--- config.mk ---
export PLATFORM = sky130hd
export DESIGN_NAME = aqc_csr
export DESIGN_NICKNAME = d
export VERILOG_FILES = /design/src/rtl/aqc_pkg.sv /design/src/rtl/aqc_csr.sv
export SDC_FILE = /design/constraint.sdc
export NUM_CORES = 1
export LEC_CHECK = 0
export ABC_AREA = 0
export BUFFER_PORTS_ARGS = -buffer_cell sky130_fd_sc_hd__buf_2
export CAP_MARGIN = 5
export CORE_MARGIN = 1
export CORE_UTILIZATION = 31
export DETAILED_ROUTE_END_ITERATION = 7
export SLEW_MARGIN = 20
export SYNTH_ARGS = -nofsm -noshare
export SYNTH_HDL_FRONTEND = slang
export SYNTH_SLANG_ARGS = --single-unit
export TNS_END_PERCENT = 5
--- constraint.sdc ---
create_clock -name clock -period 4.4 [get_ports clock]
set_input_delay 0.66 -clock clock [delete_from_list [all_inputs] [get_ports clock]]
set_output_delay 0.66 -clock clock [all_outputs]
set_load 0.05 [all_outputs]
--- src/rtl/aqc_pkg.sv ---
// shared codes, sizes and types for the aabb query classifier
package aqc_pkg;

   localparam int NUM_AXES   = 3;
   localparam int MODE_W     = 2;
   localparam int REL_W      = 2;
   localparam int RSP_DATA_W = 8;
   localparam int CSR_ADDR_W = 5;
   localparam int CSR_DATA_W = 32;
   localparam int REG_IDX_W  = 3;

   // query kinds
   localparam logic [MODE_W-1:0] MODE_POINT  = 2'd0;
   localparam logic [MODE_W-1:0] MODE_BOX    = 2'd1;
   localparam logic [MODE_W-1:0] MODE_SPHERE = 2'd2;
   localparam logic [MODE_W-1:0] MODE_PLANE  = 2'd3;

   // containment relations
   localparam logic [REL_W-1:0] REL_DISJOINT   = 2'd0;
   localparam logic [REL_W-1:0] REL_CONTAINS   = 2'd1;
   localparam logic [REL_W-1:0] REL_INTERSECTS = 2'd2;

   // plane relations
   localparam logic [REL_W-1:0] REL_FRONT    = 2'd0;
   localparam logic [REL_W-1:0] REL_BACK     = 2'd1;
   localparam logic [REL_W-1:0] REL_STRADDLE = 2'd2;

   // register indexes
   localparam logic [REG_IDX_W-1:0] REG_BOX_MIN_X = 3'd0;
   localparam logic [REG_IDX_W-1:0] REG_BOX_MIN_Y = 3'd1;
   localparam logic [REG_IDX_W-1:0] REG_BOX_MIN_Z = 3'd2;
   localparam logic [REG_IDX_W-1:0] REG_BOX_MAX_X = 3'd3;
   localparam logic [REG_IDX_W-1:0] REG_BOX_MAX_Y = 3'd4;
   localparam logic [REG_IDX_W-1:0] REG_BOX_MAX_Z = 3'd5;

   // per-query decisions that travel down the pipeline
   typedef struct packed {
      logic              pt_in;
      logic              bx_dis;
      logic              bx_con;
      logic              sp_con;
      logic              sp_fail;
      logic [MODE_W-1:0] mode;
   } flags_type;

endpackage

--- src/rtl/aqc_csr.sv ---
// box bound registers behind the apb-style configuration port
module aqc_csr #(
   parameter int COORD_WIDTH = 16
) (
   input  logic                                 clock,
   input  logic                                 reset,
   input  logic                                 csr_psel,
   input  logic                                 csr_penable,
   input  logic                                 csr_pwrite,
   input  logic [aqc_pkg::CSR_ADDR_W-1:0]       csr_paddr,
   input  logic [aqc_pkg::CSR_DATA_W-1:0]       csr_pwdata,
   output logic [aqc_pkg::CSR_DATA_W-1:0]       csr_prdata,
   output logic                                 csr_pready,
   output logic signed [COORD_WIDTH-1:0]        box_min [aqc_pkg::NUM_AXES],
   output logic signed [COORD_WIDTH-1:0]        box_max [aqc_pkg::NUM_AXES]
);
   import aqc_pkg::*;

   logic signed [COORD_WIDTH-1:0] box_min_ff [NUM_AXES];
   logic signed [COORD_WIDTH-1:0] box_max_ff [NUM_AXES];
   logic signed [COORD_WIDTH-1:0] rd_val;
   logic [REG_IDX_W-1:0]          reg_idx;
   logic                          wr_en;

   assign csr_pready = 1'b1;
   assign reg_idx    = csr_paddr[CSR_ADDR_W-1:2];
   assign wr_en      = csr_psel & csr_penable & csr_pwrite & csr_pready;

   always_ff @(posedge clock) begin
      if (reset) begin
         for (int k = 0; k < NUM_AXES; k++) begin
            box_min_ff[k] <= '0;
            box_max_ff[k] <= '0;
         end
      end else if (wr_en) begin
         case (reg_idx)
            REG_BOX_MIN_X: box_min_ff[0] <= csr_pwdata[COORD_WIDTH-1:0];
            REG_BOX_MIN_Y: box_min_ff[1] <= csr_pwdata[COORD_WIDTH-1:0];
            REG_BOX_MIN_Z: box_min_ff[2] <= csr_pwdata[COORD_WIDTH-1:0];
            REG_BOX_MAX_X: box_max_ff[0] <= csr_pwdata[COORD_WIDTH-1:0];
            REG_BOX_MAX_Y: box_max_ff[1] <= csr_pwdata[COORD_WIDTH-1:0];
            REG_BOX_MAX_Z: box_max_ff[2] <= csr_pwdata[COORD_WIDTH-1:0];
            default: ;
         endcase
      end
   end

   always_comb begin
      case (reg_idx)
         REG_BOX_MIN_X: rd_val = box_min_ff[0];
         REG_BOX_MIN_Y: rd_val = box_min_ff[1];
         REG_BOX_MIN_Z: rd_val = box_min_ff[2];
         REG_BOX_MAX_X: rd_val = box_max_ff[0];
         REG_BOX_MAX_Y: rd_val = box_max_ff[1];
         REG_BOX_MAX_Z: rd_val = box_max_ff[2];
         default:       rd_val = '0;
      endcase
   end

   // sign-extended read data
   assign csr_prdata = CSR_DATA_W'(rd_val);

   always_comb begin
      for (int k = 0; k < NUM_AXES; k++) begin
         box_min[k] = box_min_ff[k];
         box_max[k] = box_max_ff[k];
      end
   end

endmodule

==> out/results.txt, run 1 <==
Layout area overhead = 27.6%
final WL = 12000 um
largest net degree at the start of global routing = 33
Final setup viols = 0
Fin. Hold Viols = 0
relative slew slack = 36.0%
CTS tree = yes
initial antenna violation count = 0
Yosys reg bits = 96
Sink Count = 96
fillers = 1269
post-layout util = 40.5%
Leakage = 2.15 nW
Initial Util = 31.7%
share of cells above drive strength 1 = 45.9%
CTS buffer count = 9
hold buffer count at CTS = 0
post-route ant nets = 0
worst-margin pin slew = 0.958 ns
GR Overflow Total = 0
worst setup path class = primary input to output pin
part of the cycle the worst path needs = 81.0%
TNS Setup = 0 ns
Worst setup EP type = output pin
post-cts sizing count = 0
most frequent cells in the layout = 151 x buf_2, 96 x edfxtp_1, 33 x nor2_1, 29 x nand2_1, 18 x mux2_2
Net Sw Power = 795 uW
Via Count = 2947
Async S/R FF share, synth = 0%
Iter 0 DRT Violations = 170
Place WS = 0.765 ns
H-tree depth = 3
crit path time final = 3.56 ns
count of different cell masters after synthesis = 37
Clock power frac = 33.6%
startpoint types = primary input
switching share of power = 32.2%
fin worst setup slack = 0.836 ns
outcome = complete, no violations
clk root buf = clkbuf_16
max-slew violations = 0
Final #Nets = 471
Syn Nets = 335
Port Buffer Count = 151
yosys warns = 0
hpwl dp = 7900 um
Gate Count Post-Synth = 293
vias in the first global route = 2977
clock slew at reported path FFs = 0.06 ns
Detailed Routing Iterations Pass 1 = 4
Mean Syn Cell Area = 14.3 sq um
Vias per Instance = 4.83
die width = 118 um
sequential-to-total area share from yosys stat = 68.9%
commonest non-fill, non-tap cell in the layout = buf_2
post-synth top area cell = edfxtp_1
synth top area cells = edfxtp_1 69%, mux2_2 4.8%, mux2i_1 4.1%, buf_4 3.4%, nor2_1 3.0%
Hold Path Class = primary input to flop
Clock Path Buffers = 2
Max Freq = 0.281 GHz
total track usage = 17.4%
EDFF count, synth = 96
post-synth top area share = 68.9%
row count = 42
WL/cell = 19.7 um
Post-Syn Area = 0.00418 sq mm
die area = 0.0140 sq mm
CP max FO = 25
drt drc = 0
CP required = 3.74 ns
placer congestion estimate = 0.762
CORE AREA = 0.0132 sq mm
critical path arrival = 2.90 ns
post-CTS setup buffers = 0
internal power = 1.67 mW
Die Y = 118 um
Power Density = 462 mW/mm^2
RSZ-0062 raised after global routing = no
top_reg_cell synth = edfxtp_1
first-pass GRT wire length = 17500 um
max-cap check violation count = 0
Worst VDD drop = 184 uV
Seq pwr share = 44.2%
Ant. Diodes = 0
IO Count = 171
Comb power frac = 22.2%
per-stage QoR:
step | cell area, sq um | hold slack, ns | instances | power (mW)
after CTS | 5320 | 0.694 | 609 | 2.49
after detailed placement | 5000 | 1.07 | 593 | 1.66
after global placement | 5000 | 1.06 | 593 | 1.66
final | 5340 | 0.710 | 610 | 2.47
after floorplan | 4180 | 0.941 | 293 | 1.54
after global routing | 5340 | 0.710 | 610 | 2.55
cell usage after synthesis (all sizes together) (4+ instances only):
library cell	count
edfxtp	96
nor2	34
buf	32
nand2	30
mux2	18
mux2i	17
a21oi	8
o21ai	7
nand3	5
o221ai	4
worst paths after layout:
kind	from	end	slack, ns	cells after the start
worst max-delay path	csr_paddr[3]	csr_prdata[26]	0.84	5
worst min-delay path	csr_pwdata[8]	box_max_ff[0][24]	0.71	3
cell families after synthesis:
group / synth area share (%)
buffers and inverters: 6.25
DFF: 68.9
AOI/OAI and AO/OA: 7.57
and+or+nand+nor: 7.75
muxes: 9.45
other: 0.0896
per-layer routing:
metal | vias to the layer above | routed length, um | global-route usage (%) | share of wire [%]
li1 | 1364 | - | - | -
met3 | 14 | 921 | 4.05 | 7.7
met1 | 1427 | 5110 | 22.7 | 42
met5 | - | 0 | 0 | 0
met2 | 142 | 5800 | 27.7 | 48
met4 | 0 | 204 | 7.53 | 1.7
sequential cells by signal (all words and copies together), names as in the netlist:
signal	cells
box_max_ff	48
box_min_ff	48
critical path: stages:
cell and delay (ns):
buf_2 0.29, inv_1 0.46, nand2_1 0.32, o221ai_1 0.76
buf_2 0.40
area by class of cell:
type                       instances  area (sq um)  share of cell area (%)
clock inverter                     7          93.8                    1.76
timing repair buffer             160           831                    15.6
inverter                           3          11.3                   0.211
clock buffer                       9           225                    4.22
multi-input combinational        159          1070                    20.1
tap                              176           220                    4.12
sequential                        96          2880                    54.0
power by group through the flow:
stage / Sequential [mW] / Clock, mW / Combinational [mW]
floorplan: 1.30 / 0 / 0.246
finish: 1.09 / 0.828 / 0.547
global route: 1.10 / 0.880 / 0.570
CTS: 1.09 / 0.850 / 0.550
detailed placement: 1.11 / 0 / 0.550
global placement: 1.11 / 0 / 0.548
No activity file was read; power rests on OpenSTA's default activity.
==> run 2, diff against run 1 <==
--- a/config.mk
+++ b/config.mk
@@ -5,7 +5,7 @@
 export SDC_FILE = /design/constraint.sdc
 export NUM_CORES = 1
 export LEC_CHECK = 0
-export ABC_AREA = 0
+export ABC_AREA = 1
 export BUFFER_PORTS_ARGS = -buffer_cell sky130_fd_sc_hd__buf_2
 export CAP_MARGIN = 5
 export CORE_MARGIN = 1
==> constraint.sdc (replaced) <==
create_clock -name clock -period 2.95 [get_ports clock]
set_input_delay 0.4425 -clock clock [delete_from_list [all_inputs] [get_ports clock]]
set_output_delay 0.4425 -clock clock [all_outputs]
set_load 0.05 [all_outputs]
==> run 2 against run 1 <==
  * Synthesized cell count increased by 34%
  * Critical path depth rose by 4
  * Global-route usage rose by 0.69 points
  * Combinational power is 45% higher
  * First-iteration DRC count fell by 27%
  * Cell count rose by 18%
  * Via count up 7.5%
  * Hold slack lost 0.24 ns
  * Die area fell by 0.70%
  * Critical path type unchanged
  * Highest routed layer unchanged
==> out/results.txt, run 2 <==
dpl cells = 708
Detailed Routing Iterations Pass 1 = 4
max-cap check violation count = 0
top_reg_cell synth = edfxtp_1
initial antenna violation count = 0
GR peak layer = met2
max-slew violations = 0
placer congestion estimate = 0.781
Via Count = 3169
count of different cell masters after synthesis = 18
Vias per Instance = 4.40
top-count cell post-synth = nand2_1
grt met2 use = 29.7%
yosys warns = 0
Async S/R FF share, synth = 0%
EDFF count, synth = 96
relative slew slack = 43.4%
Post-synth top cells = 127 x nand2_1, 96 x edfxtp_1, 56 x nor2_1
Sink Count = 96
Final setup viols = 0
final WL = 12100 um
die width = 118 um
post-CTS setup buffers = 0
Power Density = 657 mW/mm^2
commonest non-fill, non-tap cell in the layout = buf_2
post-cts sizing count = 0
Mean Syn Cell Area = 10.5 sq um
Initial Util = 32.4%
die area = 0.0139 sq mm
Layout area overhead = 28.8%
Max Freq = 0.401 GHz
Worst setup EP type = output pin
H-tree depth = 3
most frequent cells in the layout = 151 x buf_2, 127 x nand2_1, 96 x edfxtp_1, 56 x nor2_1, 49 x inv_1
synth top area cells = edfxtp_1 69%, nand2_1 11%, nor2_1 5.1%, inv_1 4.4%, buf_4 3.1%
outcome = complete, no violations
final std cells w/o fill = 721
CP required = 2.51 ns
clk root buf = clkbuf_16
Hold Path Class = primary input to flop
post-synth top area share = 69.4%
CP max FO = 8
CORE AREA = 0.0128 sq mm
Post-Syn Area = 0.00415 sq mm
Syn Nets = 436
WL/cell = 16.8 um
switching share of power = 32.7%
CTS tree = yes
share of cells above drive strength 1 = 35.5%
row count = 41
post-synth top area cell = edfxtp_1
critical path arrival = 2.05 ns
hpwl dp = 8690 um
worst-margin pin slew = 0.846 ns
first-pass GRT wire length = 18200 um
Clock Path Buffers = 2
Ant. Diodes = 0
Clock power frac = 31.0%
design area = 0.00535 sq mm
clock slew at reported path FFs = 0.06 ns
post-route ant nets = 0
internal power = 2.37 mW
Port Buffer Count = 151
crit path time final = 2.49 ns
Seq pwr share = 46.4%
post-layout util = 41.7%
final hold slack = 0.465 ns
TNS Setup = 0 ns
Final #Nets = 589
sequential-to-total area share from yosys stat = 69.4%
Comb power frac = 22.6%
part of the cycle the worst path needs = 84.6%
Iter 0 DRT Violations = 124
vias in the first global route = 3114
total track usage = 18.1%
Yosys reg bits = 96
largest registers = box_max_ff (48), box_min_ff (48)
fillers = 1264
RSZ-0062 raised after global routing = no
startpoint types = primary input
Fin. Hold Viols = 0
worst setup path class = primary input to output pin
hold buffer count at CTS = 0
CTS buffer count = 9
M1 GR Usage = 23.3%
Gate Count Post-Synth = 394
met3 Use GR = 4.94%
Cell Area, Placed = 0.00508 sq mm
drt drc = 0
Net Sw Power = 1.15 mW
Die Y = 118 um
Worst VDD drop = 269 uV
largest net degree at the start of global routing = 18
GR Overflow Total = 0
Leakage = 2.54 nW
IO Count = 171
-- run 2: cell count changes in the layout (fill, tap and decap cells not counted), sizes merged, moves of 4 or more --
cell	previous run	this run
nand2	30	128
mux2i	17	0
buf	160	167
inv	4	52
o221ai	4	0
mux2	18	0
nor2	34	69
-- run 2: final timing paths --
kind / from / endpoint / slack (ns) / cells after the start
max: csr_paddr[3] / csr_prdata[14] / 0.46 / 9
min: csr_pwdata[5] / box_max_ff[0][5] / 0.46 / 3
-- run 2: cell type report --
class,count,area [sq um],area share (%)
clock buffer,11,233,4.35
clock inverter,2,33.8,0.631
inverter,52,195,3.65
multi-input combinational,221,902,16.9
sequential,96,2880,53.9
tap,172,215,4.02
timing repair buffer,167,888,16.6
-- run 2: power groups by stage --
| stage | clock network [mW] | logic, mW | registers, mW |
|---|---|---|---|
| after global placement | 0 | 0.798 | 1.65 |
| after floorplan | 0 | 0.336 | 1.94 |
| after detailed placement | 0 | 0.800 | 1.66 |
| after CTS | 1.12 | 0.801 | 1.63 |
| after global routing | 1.17 | 0.829 | 1.64 |
| final | 1.09 | 0.794 | 1.63 |
-- run 2: per-layer routing --
metal	routed length, um	up-vias
met3	787	13
met5	0	-
met2	5780	132
li1	-	1542
met4	157	0
met1	5400	1482
-- run 2: metrics by stage --
step           power (mW)  setup slack (ns)
5_1_grt              3.64             0.309
2_1_floorplan        2.28             0.318
4_1_cts              3.55             0.422
3_3_place_gp         2.45             0.457
6_report             3.51             0.456
3_5_place_dp         2.46             0.418
-- run 2: worst max-delay path, cell delays in order --
cell     delay (ns)
buf_2          0.12
inv_1          0.13
nand3_1        0.39
inv_1          0.40
nand2_1        0.09
o21ai_0        0.08
inv_1          0.05
nand2_1        0.07
buf_2          0.26
-- run 2: cell families after synthesis --
kind of cell	after synthesis	synth area share, %
AND/OR/NAND/NOR	205	19.8
other	1	0.0903
buffers and inverters	77	8.89
AO/OA/AOI/OAI	15	1.87
flip-flops	96	69.4
